[config.mk]
export PLATFORM = sky130hd
export DESIGN_NAME = tick_task_scheduler
export DESIGN_NICKNAME = d
export VERILOG_FILES = /design/src/sv/tts_pkg.sv /design/src/sv/tts_slot_table.sv /design/src/sv/tick_task_scheduler.sv
export VERILOG_INCLUDE_DIRS = /design/src /design/src/sv
export SDC_FILE = /design/constraint.sdc
export NUM_CORES = 1
export LEC_CHECK = 0
export BUFFER_PORTS_ARGS = -buffer_cell sky130_fd_sc_hd__buf_2
export CORE_MARGIN = 2
export CORE_UTILIZATION = 23
export CTS_BUF_LIST = sky130_fd_sc_hd__clkbuf_2 sky130_fd_sc_hd__clkbuf_4 sky130_fd_sc_hd__clkbuf_8
export DETAILED_ROUTE_END_ITERATION = 16
export HOLD_SLACK_MARGIN = 0.06
export SLEW_MARGIN = 20
export SYNTH_ARGS = -nofsm -noshare
export SYNTH_HDL_FRONTEND = slang
export SYNTH_SLANG_ARGS = --single-unit
[constraint.sdc]
create_clock -name clk_i -period 9.6 [get_ports clk_i]
set_input_delay 0 -clock clk_i [delete_from_list [all_inputs] [get_ports clk_i]]
set_output_delay 0 -clock clk_i [all_outputs]
set_load 0.03 [all_outputs]
[src/sv/assert_macros.svh]
// Assertion macros for the RTL files, included by the scheduler top level.
`ifndef ASSERT_MACROS_SVH
`define ASSERT_MACROS_SVH

// Same-cycle implication, checked on the rising clock edge outside reset.
`define ASSERT_IMP(lbl, ante, cons) \
  lbl: assert property (@(posedge clk_i) disable iff (!rst_ni) (ante) |-> (cons)) \
    else $error("assertion failed: same-cycle implication");

// Next-cycle implication, checked on the rising clock edge outside reset.
`define ASSERT_NEXT(lbl, ante, cons) \
  lbl: assert property (@(posedge clk_i) disable iff (!rst_ni) (ante) |=> (cons)) \
    else $error("assertion failed: next-cycle implication");

`endif

[src/sv/tts_pkg.sv]
// Types and constants of the tick task scheduler.
package tts_pkg;

  localparam int NUM_TASKS  = 16;
  localparam int IDX_W      = (NUM_TASKS > 1) ? $clog2(NUM_TASKS) : 1;
  localparam int PRIO_W     = 6;
  localparam int SLEEP_W    = 32;
  localparam int SLOT_IN_W  = 4;
  localparam int UPTIME_W   = 32;
  // One above the largest priority: no candidate found yet.
  localparam int BEST_W     = PRIO_W + 1;
  localparam logic [BEST_W-1:0] PRIO_NONE = BEST_W'(64);

  localparam logic CMD_TICK  = 1'b0;
  localparam logic CMD_WRITE = 1'b1;

  typedef struct packed {
    logic               en;
    logic [IDX_W-1:0]   idx;
    logic               valid;
    logic [PRIO_W-1:0]  prio;
    logic               block;
    logic [SLEEP_W-1:0] sleep;
  } slot_wr_t;

  typedef struct packed {
    logic             step;
    logic [IDX_W-1:0] ptr;
  } scan_req_t;

  typedef struct packed {
    logic              ready;
    logic [PRIO_W-1:0] prio;
  } slot_info_t;

endpackage

[src/sv/tts_slot_table.sv]
// Task slot table with the shared sleep decrement and readiness unit.
module tts_slot_table (
  input  logic                clk_i,
  input  logic                rst_ni,
  input  tts_pkg::slot_wr_t   wr_i,
  input  tts_pkg::scan_req_t  scan_i,
  output tts_pkg::slot_info_t info_o
);

  logic [tts_pkg::NUM_TASKS-1:0] valid_q;
  logic [tts_pkg::PRIO_W-1:0]    prio_q  [tts_pkg::NUM_TASKS];
  logic                          block_q [tts_pkg::NUM_TASKS];
  logic [tts_pkg::SLEEP_W-1:0]   sleep_q [tts_pkg::NUM_TASKS];

  logic                        cur_valid;
  logic [tts_pkg::SLEEP_W-1:0] cur_sleep;
  logic [tts_pkg::SLEEP_W-1:0] sleep_dec;

  assign cur_valid = valid_q[scan_i.ptr];
  assign cur_sleep = sleep_q[scan_i.ptr];
  // The countdown saturates at zero.
  assign sleep_dec = (cur_sleep != '0) ? (cur_sleep - 1'b1) : cur_sleep;

  assign info_o.ready = cur_valid && !block_q[scan_i.ptr] && (sleep_dec == '0);
  assign info_o.prio  = prio_q[scan_i.ptr];

  always_ff @(posedge clk_i or negedge rst_ni) begin
    if (!rst_ni) begin
      valid_q <= '0;
    end else if (wr_i.en) begin
      valid_q[wr_i.idx] <= wr_i.valid;
    end
  end

  always_ff @(posedge clk_i) begin
    if (wr_i.en) begin
      prio_q[wr_i.idx]  <= wr_i.prio;
      block_q[wr_i.idx] <= wr_i.block;
      sleep_q[wr_i.idx] <= wr_i.sleep;
    end else if (scan_i.step && cur_valid) begin
      sleep_q[scan_i.ptr] <= sleep_dec;
    end
  end

endmodule

[src/sv/tick_task_scheduler.sv]
// Top level of the tick task scheduler.
// A write item is answered in the cycle after it is accepted; a tick item after a scan of
// all NUM_TASKS slots, one slot per cycle through the shared decrement and compare unit.
// Throughput: one write item per cycle unless the output stalls; none is taken in a scan.
// Reset clears the slot valid bits, the current task and the uptime; no clearing pass.
// The slot priority, blocked flag and sleep fields hold no reset value.
`include "assert_macros.svh"

module tick_task_scheduler (
  input  logic        clk_i,
  input  logic        rst_ni,
  input  logic        s_axis_tvalid_i,
  output logic        s_axis_tready_o,
  // slot_index[3:0], slot_valid[4], slot_priority[10:5], slot_blocked[11],
  // slot_sleep[43:12], zero[47:44]
  input  logic [47:0] s_axis_tdata_i,
  // command[0]
  input  logic        s_axis_tuser_i,
  output logic        m_axis_tvalid_o,
  input  logic        m_axis_tready_i,
  // running_task[3:0], uptime[35:4], zero[39:36]
  output logic [39:0] m_axis_tdata_o
);

  localparam logic [1:0] ST_IDLE = 2'd0;
  localparam logic [1:0] ST_SCAN = 2'd1;

  logic [1:0] state_q, state_d;
  logic [tts_pkg::IDX_W-1:0]    cur_q, cur_d;
  logic [tts_pkg::IDX_W-1:0]    ptr_q, ptr_d;
  logic [tts_pkg::IDX_W-1:0]    cnt_q, cnt_d;
  logic [tts_pkg::IDX_W-1:0]    chosen_q, chosen_d;
  logic [tts_pkg::BEST_W-1:0]   best_q, best_d;
  logic [tts_pkg::UPTIME_W-1:0] tick_q, tick_d;
  logic                         out_valid_q, out_valid_d;
  logic [39:0]                  out_data_q, out_data_d;

  logic                       in_acc;
  logic                       out_acc;
  logic                       idx_ok;
  logic [tts_pkg::IDX_W-1:0]  ptr_next;
  logic [tts_pkg::IDX_W-1:0]  cur_next;
  logic                       last_step;
  tts_pkg::slot_wr_t          wr;
  tts_pkg::scan_req_t         scan;
  tts_pkg::slot_info_t        info;

  assign in_acc  = s_axis_tvalid_i && s_axis_tready_o;
  assign out_acc = out_valid_q && m_axis_tready_i;
  assign s_axis_tready_o = (state_q == ST_IDLE) && (!out_valid_q || m_axis_tready_i);
  assign m_axis_tvalid_o = out_valid_q;
  assign m_axis_tdata_o  = out_data_q;

  assign idx_ok = 32'(s_axis_tdata_i[3:0]) < 32'(tts_pkg::NUM_TASKS);

  assign wr.en    = in_acc && (s_axis_tuser_i == tts_pkg::CMD_WRITE) && idx_ok;
  assign wr.idx   = tts_pkg::IDX_W'(s_axis_tdata_i[3:0]);
  assign wr.valid = s_axis_tdata_i[4];
  assign wr.prio  = s_axis_tdata_i[10:5];
  assign wr.block = s_axis_tdata_i[11];
  assign wr.sleep = s_axis_tdata_i[43:12];

  assign scan.step = (state_q == ST_SCAN);
  assign scan.ptr  = ptr_q;

  assign ptr_next  = (ptr_q == tts_pkg::IDX_W'(tts_pkg::NUM_TASKS - 1)) ? '0 : ptr_q + 1'b1;
  assign cur_next  = (cur_q == tts_pkg::IDX_W'(tts_pkg::NUM_TASKS - 1)) ? '0 : cur_q + 1'b1;
  assign last_step = (cnt_q == tts_pkg::IDX_W'(tts_pkg::NUM_TASKS - 1));

  tts_slot_table u_table (
    .clk_i  (clk_i),
    .rst_ni (rst_ni),
    .wr_i   (wr),
    .scan_i (scan),
    .info_o (info)
  );

  always_comb begin
    state_d     = state_q;
    cur_d       = cur_q;
    ptr_d       = ptr_q;
    cnt_d       = cnt_q;
    chosen_d    = chosen_q;
    best_d      = best_q;
    tick_d      = tick_q;
    out_valid_d = out_valid_q && !out_acc;
    out_data_d  = out_data_q;
    case (state_q)
      ST_IDLE: begin
        if (in_acc) begin
          if (s_axis_tuser_i == tts_pkg::CMD_TICK) begin
            tick_d   = tick_q + 1'b1;
            ptr_d    = cur_next;
            cnt_d    = '0;
            chosen_d = cur_q;
            best_d   = tts_pkg::PRIO_NONE;
            state_d  = ST_SCAN;
          end else begin
            out_valid_d = 1'b1;
            out_data_d  = {4'b0, tick_q, 4'(cur_q)};
          end
        end
      end
      ST_SCAN: begin
        // Strict compare keeps the earlier slot in ring order on a tie.
        if (info.ready && ({1'b0, info.prio} < best_q)) begin
          best_d   = {1'b0, info.prio};
          chosen_d = ptr_q;
        end
        ptr_d = ptr_next;
        cnt_d = cnt_q + 1'b1;
        if (last_step) begin
          // The output register was drained when this tick was accepted.
          cur_d       = chosen_d;
          out_valid_d = 1'b1;
          out_data_d  = {4'b0, tick_q, 4'(chosen_d)};
          state_d     = ST_IDLE;
        end
      end
      default: begin
        state_d = ST_IDLE;
      end
    endcase
  end

  always_ff @(posedge clk_i or negedge rst_ni) begin
    if (!rst_ni) begin
      state_q     <= ST_IDLE;
      cur_q       <= '0;
      tick_q      <= '0;
      out_valid_q <= 1'b0;
    end else begin
      state_q     <= state_d;
      cur_q       <= cur_d;
      tick_q      <= tick_d;
      out_valid_q <= out_valid_d;
    end
  end

  always_ff @(posedge clk_i) begin
    ptr_q      <= ptr_d;
    cnt_q      <= cnt_d;
    chosen_q   <= chosen_d;
    best_q     <= best_d;
    out_data_q <= out_data_d;
  end

  `ASSERT_IMP(a_no_result_in_scan, state_q == ST_SCAN, !out_valid_q)
  `ASSERT_NEXT(a_tick_counts, in_acc && (s_axis_tuser_i == tts_pkg::CMD_TICK), tick_q == $past(tick_q) + 1'b1)
  `ASSERT_NEXT(a_write_answers, in_acc && (s_axis_tuser_i == tts_pkg::CMD_WRITE), out_valid_q && (out_data_q[3:0] == 4'($past(cur_q))))
  `ASSERT_NEXT(a_cur_holds_in_scan, (state_q == ST_SCAN) && !last_step, $stable(cur_q))

endmodule
==> implementation parameters, run 1 <==
Parameter                              Value

Global routing
  Residual overflow from global routing    0
  Met1 Use GR    0.158
  Most heavily used metal layer in global routing    met2
  Met2 Track Usage GR    0.167
  GRT Resource Usage Total    0.111
  Via count of the first global-routing pass    16.5k
  M3 GR Usage    0.0313
  Largest net degree at the start of global routing    94
  First-pass GRT wire length    109 mm
  Antenna violations before repair    6

Floorplanning
  Starting density of the core    0.231
  Std-Cell Rows    between 100 and 150
  Number of top-level pins    95
  Die Outline Area    approximately 130000 sq um
  Area inside the core boundary    129000 sq um
  Width of the die    364 um
  Die height    about 360 um

Finish
  Post-layout net count    about 1.9k
  Layout area overhead    19.3%
  Flip-flop and latch area    roughly 22000 sq um
  Area of the multi-input gates    7750 sq um
  Fin cells    roughly 3.7k
  Number of fill cells    about 13k
  Fraction of layout cells with a size suffix above 1    0.298
  Final Cell Area    about 36000 sq um

Place
  Gp weighted congestion    between 0.8 and 0.9
  Instance area after placement    about 33000 sq um
  Count of input and output buffers    between 80 and 90
  HPWL after DPL    approximately 44 mm
  Number of cells in the design after placement    roughly 3.4k

STA
  Clock Skews    0.0529 ns
  Setup TNS    0 ns
  Period minus WS final    6.44 ns
  Share of the clock period used by the worst path after layout    0.671
  Slew at the pin closest to its max-slew limit    around 1.2 ns
  Final Max Tran Viols    0
  Relative slew margins    0.217
  Min Hold Slack    ~0.15 ns
  Count of endpoints failing hold in the final timing report    0
  Final setup violating endpoints    0
  Setup repair after global routing missed its margin    no
  Top achievable clock speed    between 150 and 200 MHz

Detailed routing
  Wirelength per Cell    20.7 um
  Routed Antenna Nets    0
  Number of design rule violations left after detail routing    0
  Vias/cell    roughly 4.5
  Router iterations before antenna repair    6
  Total via count in the routed design    ~16k
  Initial DRC count    roughly 1.7k
  Post-detailed-routing wire length    75.7 mm

Critical path
  Cell breakdown of the critical path    buf_4, mux4_2, mux4_2, or2_1, or3_1, nor3_4, nand4_1, a31o_1, a2111oi_4, nand4_1, nor3_1, a21o_1
  Worst setup EP type    flop
  Number of buffers and inverters on the critical path    1
  CP max stage delay    0.87 ns
  Critical Setup Path Class    flop to flop
  Endpoint arrival time on the critical path    around 6.9 ns
  Crit path max fanout    53
  Startpoint class of the critical path    flop
  Cell type group with the largest total delay on the critical path    simple AND/OR/NAND/NOR gates
  Required time reported for the critical path endpoint    10.03 ns
  Standard cell with the maximum stage delay on the critical path    sky130_fd_sc_hd__dfxtp_4

Clocking
  Clock insertion delay at the later pin of the skew report    approximately 0.78 ns
  Total of hold buffers inserted after clock tree synthesis    52
  Clock transition at path regs    ~0.06 ns
  Clock H-tree levels    3
  Clk sink count    around 740
  Quantity of gates resized following cts    0
  Clock tree from TritonCTS    yes
  Clock root buffer    sky130_fd_sc_hd__clkbuf_8
  Total clock buffers created by CTS    114
  Number of setup buffers added after CTS    0
  Worst-case clock buffer depth    3

Synth
  Area share of the largest cell type after synthesis    0.682
  Instance count of the mapped netlist    between 1.5k and 2k
  Most numerous cell in the Yosys netlist    sky130_fd_sc_hd__edfxtp_1
  Syn Area/Cell    19.0 sq um
  Fraction of registers with async set/reset    0.0733
  Number of synthesized register bits    737
  Post-synthesis instance area    roughly 30000 sq um
  Leading cell types by total area after synthesis    sky130_fd_sc_hd__edfxtp_1, sky130_fd_sc_hd__mux4_2, sky130_fd_sc_hd__dfrtp_1
  Area leader, netlist    sky130_fd_sc_hd__edfxtp_1
  Number of enable flip-flop cells after synthesis    just under 700
  Number of different library cells in the post-synthesis netlist    75
  Sequential cell area fraction in the yosys report    0.730
  Number of warnings printed during yosys synthesis    0
  Primary flip-flop cell chosen by synthesis mapping    sky130_fd_sc_hd__edfxtp_1
  Leading post-synthesis cells by instance count    sky130_fd_sc_hd__edfxtp_1, sky130_fd_sc_hd__mux4_2, sky130_fd_sc_hd__nor2_1

Pwr
  Tot Pwr    between 10 and 15 mW
  Power per cell area    289 nW/um^2
  Leakage power of the design    around 12 nW
  Peak ir drop on the vdd network    ~230 uV

Run
  Max-Cap Viols    0

Hold path
  Type of the worst min-delay path    primary input to flop

Outcome
  Result of the run    finished, final reports clean
[worst paths after layout]
check                           startpoint                  to  slack, ns  cells past startpoint
min                        s_axis_tvalid_i  m_axis_tdata_o[35]       0.15                      4
max in group asynchronous           rst_ni  u_table.valid_q[6]       8.62                      4
min reg2reg                      tick_q[5]   m_axis_tdata_o[9]       0.46                      0
min in group asynchronous           rst_ni          tick_q[23]       0.44                      4
max reg2reg                           flop           best_q[4]       3.16                     12
max                                   flop           best_q[4]       3.16                     12
[cell type report]
class,instances,area share
clock inverters,61,0.0138
well taps,1742,0.0612
repair buffers,193,0.0387
diodes,2,0.000140
flip-flops and latches,737,0.613
multi-input cells,750,0.218
inverters,17,0.00179
clock buffers,156,0.0539
[stage by stage]
step / setup WS, ns / util
after global placement: 3.33 / 0.253
after global routing: 2.80 / 0.276
after CTS: 3.14 / 0.276
after floorplan: 3.92 / -
final: 3.16 / 0.276
after detailed placement: 3.16 / 0.253
[flip-flops by register name, indices dropped and copies added (netlist names), named ones only]
register	cells
u_table.prio_q	96
m_axis_tdata_o	36
ptr_q	4
u_table.valid_q	16
state_q	1
cnt_q	4
chosen_q	4
m_axis_tvalid_o	1
best_q	7
u_table.sleep_q	512
tick_q	32
cur_q	4
u_table.block_q	16
[kinds of logic after synthesis]
kind of cell,synth area share
DFF,0.730
and+or+nand+nor,0.0550
muxes,0.140
AOI/OAI and AO/OA,0.0397
buffers and inverters,0.0155
xor gates and xnor gates,0.0147
adders and majority gates,0.00419
other,0.000126
[routing by layer]
layer / vias up / wire [um] / share of wire
li1: 6945 / - / -
met1: 8620 / 34100 / 0.45
met2: 669 / 33800 / 0.45
met3: 131 / 6380 / 0.084
met4: 4 / 1400 / 0.018
met5: - / 30 / 0.00040
[report_power, final]
part | switching, mW | internal [mW]
clock network | 1.27 | 1.50
registers | 0.228 | 4.02
logic | 2.03 | 1.26
total | 3.52 | 6.79
[cell usage in the layout, fill, tap and decap left out, drive strengths merged, types with 31 or more instances in the layout]
cell type	synthesis	final
a22oi	36	36
buf	38	138
clkbuf	34	158
clkinv	1	50
dfrtp	54	54
dlygate4sd3	0	53
edfxtp	679	679
mux2	31	31
mux4	164	164
nand2	78	78
nor2	87	87
xnor2	35	35
[worst reg2reg max path, stage by stage (launching register included)]
cell and delay (ns):
sky130_fd_sc_hd__dfxtp_4 0.87, sky130_fd_sc_hd__buf_4 0.63, sky130_fd_sc_hd__mux4_2 0.61, sky130_fd_sc_hd__mux4_2 0.54, sky130_fd_sc_hd__or2_1 0.28, sky130_fd_sc_hd__or3_1 0.44, sky130_fd_sc_hd__nor3_4 0.33, sky130_fd_sc_hd__nand4_1 0.42
sky130_fd_sc_hd__a31o_1 0.42, sky130_fd_sc_hd__a2111oi_4 0.35, sky130_fd_sc_hd__nand4_1 0.52, sky130_fd_sc_hd__nor3_1 0.37, sky130_fd_sc_hd__a21o_1 0.33
(Power assumes the default switching activity.)
==> run 2, diff against run 1 <==
==> constraint.sdc (replaced) <==
create_clock -name clk_i -period 5.5 [get_ports clk_i]
set_input_delay 0 -clock clk_i [delete_from_list [all_inputs] [get_ports clk_i]]
set_output_delay 0 -clock clk_i [all_outputs]
set_load 0.03 [all_outputs]
==> run 2 against run 1 <==
Net effect: count of clock-buffer cells in the layout shrank 1; core utilization grew 0.59 points; first-iteration DRC count shrank 15%; global-route usage grew 0.44 points; routed wire length grew 2.8%; design area grew 2.1%; critical path type unchanged; critical endpoint is now best_q[5]; largest cell class unchanged.
==> implementation parameters, run 2 (same netlist as run 1, synthesis figures left out) <==
Parameter                              Value

Pwr
  Power per cell area    513 nW/um^2 (+77%)
  Share of total power in combinational logic    0.342 (+0.023)
  Sequential power share    0.392 (-0.020)
  Switching Share    0.338 (-0.00367)
  Net switching power figure    6.31 mW (+79%)
  Tot Pwr    18.7 mW (+81%)
  Clock network fraction of design power    0.266 (-0.003)
  Peak ir drop on the vdd network    214 uV (-5.2%)
  P_int    12.3 mW (+82%)
  Leakage power of the design    12.0 nW (+3.6%)

Critical path
  Number of buffers and inverters on the critical path    3 (+2)
  Endpoint arrival time on the critical path    5.63 ns (-1.24 ns)
  FF-to-FF End    best_q[5]
  Worst setup EP type    flop
  CP max stage delay    0.52 ns (-0.35 ns)
  Standard cell with the maximum stage delay on the critical path    sky130_fd_sc_hd__dfxtp_4
  Critical Setup Path Class    flop to flop
  Required time reported for the critical path endpoint    5.92 ns (-4.11 ns)
  Crit path max fanout    12 (-77%)
  Cell breakdown of the critical path    buf_12, mux4_2, a221oi_2, ha_1, inv_1, or2_1, or3_1, or3_1, nor4_4, o21ai_1, a2111oi_4, nand4_1, buf_4, nor3_1, a21o_1
  Most repeated library cell on the critical path    sky130_fd_sc_hd__or3_1
  Cells on worst reg2reg path    15 (+3)
  Startpoint class of the critical path    flop
  Setup slack of the worst register-to-register path    0.29 ns (-2.86 ns)
  Cell type group with the largest total delay on the critical path    simple AND/OR/NAND/NOR gates

Floorplanning
  Width of the die    364 um (unchanged)
  Die height    364 um (unchanged)
  Number of top-level pins    95 (unchanged)
  Std-Cell Rows    132 (unchanged)
  Die Outline Area    133000 sq um (unchanged)
  Area inside the core boundary    129000 sq um (unchanged)
  Starting density of the core    0.231 (unchanged)

Detailed routing
  Vias/cell    4.45 (-0.66%)
  Initial DRC count    1469 (-15%)
  Total via count in the routed design    16.6k (+1.3%)
  Number of design rule violations left after detail routing    0 (unchanged)
  Post-detailed-routing wire length    77.8 mm (+2.8%)
  Router iterations before antenna repair    6 (unchanged)
  Wirelength per Cell    20.9 um (+0.83%)
  Routed Antenna Nets    0 (unchanged)

STA
  Slew at the pin closest to its max-slew limit    1.12 ns (-0.0556 ns)
  Clock Skews    0.0490 ns (-0.00387 ns)
  Top achievable clock speed    192 MHz (+24%)
  Relative slew margins    0.253 (+0.0352)
  Final setup violating endpoints    0 (unchanged)
  Final Max Tran Viols    0 (unchanged)
  Setup TNS    0 ns (unchanged)
  Count of endpoints failing hold in the final timing report    0 (unchanged)
  Setup repair after global routing missed its margin    no
  Period minus WS final    5.21 ns (-1.24 ns)
  Share of the clock period used by the worst path after layout    0.946 (+0.275)

Global routing
  Residual overflow from global routing    0 (unchanged)
  GRT Resource Usage Total    0.116 (+0.00435)
  First-pass GRT wire length    113 mm (+3.7%)
  Antenna violations before repair    4 (-2)
  Largest net degree at the start of global routing    55 (-41%)
  Via count of the first global-routing pass    16.9k (+2.1%)

Hold path
  Worst hold path stage count    2 (-2)
  Type of the worst min-delay path    primary input to flop
  Worst Hold Endpoint    u_table.prio_q[13][4]
  Startpoint of the most critical hold path    s_axis_tdata_i[9]

Clocking
  Clock root buffer    sky130_fd_sc_hd__clkbuf_8
  Clock transition at path regs    0.06 ns (about the same)
  Clock tree from TritonCTS    yes
  Clock insertion delay at the later pin of the skew report    0.78 ns (about the same)
  Clock H-tree levels    3 (unchanged)
  Total clock buffers created by CTS    118 (+3.5%)
  Clk sink count    737 (unchanged)
  Worst-case clock buffer depth    3 (unchanged)

Place
  HPWL after DPL    49.2 mm (+11%)
  Gp weighted congestion    0.913 (+7.1%)
  Count of input and output buffers    86 (unchanged)

Run
  Max-Cap Viols    0 (unchanged)

Finish
  Number of fill cells    12.9k (+0.42%)
  Post-layout net count    1949 (+3.9%)
  Number of flip-flops under the largest register name    512 (unchanged)
  Fraction of layout cells with a size suffix above 1    0.322 (+0.0241)
  Largest reg by FF count    u_table.sleep_q
  Commonest non-fill, non-tap cell in the layout    sky130_fd_sc_hd__edfxtp_1
  Layout area overhead    21.8%
  Commonest non-fill, non-tap cells in the layout    sky130_fd_sc_hd__edfxtp_1, sky130_fd_sc_hd__mux4_2, sky130_fd_sc_hd__clkbuf_8

Outcome
  Result of the run    finished, final reports clean
run 2: cell types whose count changed in the layout (fill, tap and decap cells not counted), moves of 3 or more:
cell / delta
sky130_fd_sc_hd__clkbuf_8: +4
sky130_fd_sc_hd__buf_4: +56
sky130_fd_sc_hd__clkinvlp_4: +3
sky130_fd_sc_hd__dlygate4sd3_1: +3
sky130_fd_sc_hd__clkbuf_4: -6
sky130_fd_sc_hd__buf_12: +10
run 2: metrics by stage:
stage / hold slack [ns] / cells / setup slack (ns) / utilization / cell area (sq um)
after CTS: 0.0918 / 3724 / 0.266 / 0.281 / 36300
after floorplan: -0.296 / 1576 / 0.0560 / - / 29900
after global placement: 0.182 / 3450 / 0.309 / 0.258 / 33300
after detailed placement: 0.202 / 3450 / 0.288 / 0.258 / 33300
after global routing: 0.129 / 3728 / 0.00269 / 0.282 / 36400
final: 0.182 / 3729 / 0.295 / 0.282 / 36400
run 2: worst max path at each step:
stage	from	endpoint	cells after the start
2_1_floorplan	flop	best_q[0]	20
5_1_grt	flop	best_q[6]	13
3_3_place_gp	flop	best_q[3]	14
4_1_cts	flop	best_q[0]	15
6_report	flop	best_q[5]	15
3_5_place_dp	flop	best_q[5]	15
run 2: cell type report:
type	count	area (sq um)	area share
Inverter	17	63.8	0.00175
Antenna cell	2	5.00	0.000138
Timing Repair Buffer	262	2050	0.0563
Clock inverter	64	568	0.0156
Clock buffer	155	1940	0.0533
Sequential cell	737	21800	0.600
Tap cell	1742	2180	0.0599
Multi-Input combinational cell	750	7750	0.213
run 2: power by group through the flow:
stage               Sequential [mW]  Combinational (mW)  Clock [mW]
floorplan                      7.31                4.09           0
global placement               7.43                6.17           0
detailed placement             7.45                6.27           0
CTS                            7.34                6.33        5.09
global route                   7.36                6.84        5.33
finish                         7.32                6.38        4.96
run 2: layer usage:
| metal | global-route usage | vias to the layer above | share of wire |
|---|---|---|---|
| li1 | - | 7094 | - |
| met1 | 0.164 | 8695 | 0.45 |
| met4 | 0.0274 | 2 | 0.019 |
| met5 | 0 | - | 0.00017 |
| met2 | 0.174 | 655 | 0.44 |
| met3 | 0.0327 | 131 | 0.085 |
run 2: repair_timing:
item / in CTS / in global routing
buffers inserted: 0 / 1
setup endpoints to repair: 0 / 7
endpoints found under the hold margin: 794 / 16
hold buffers: 55 / 1
resized for setup: 0 / 1
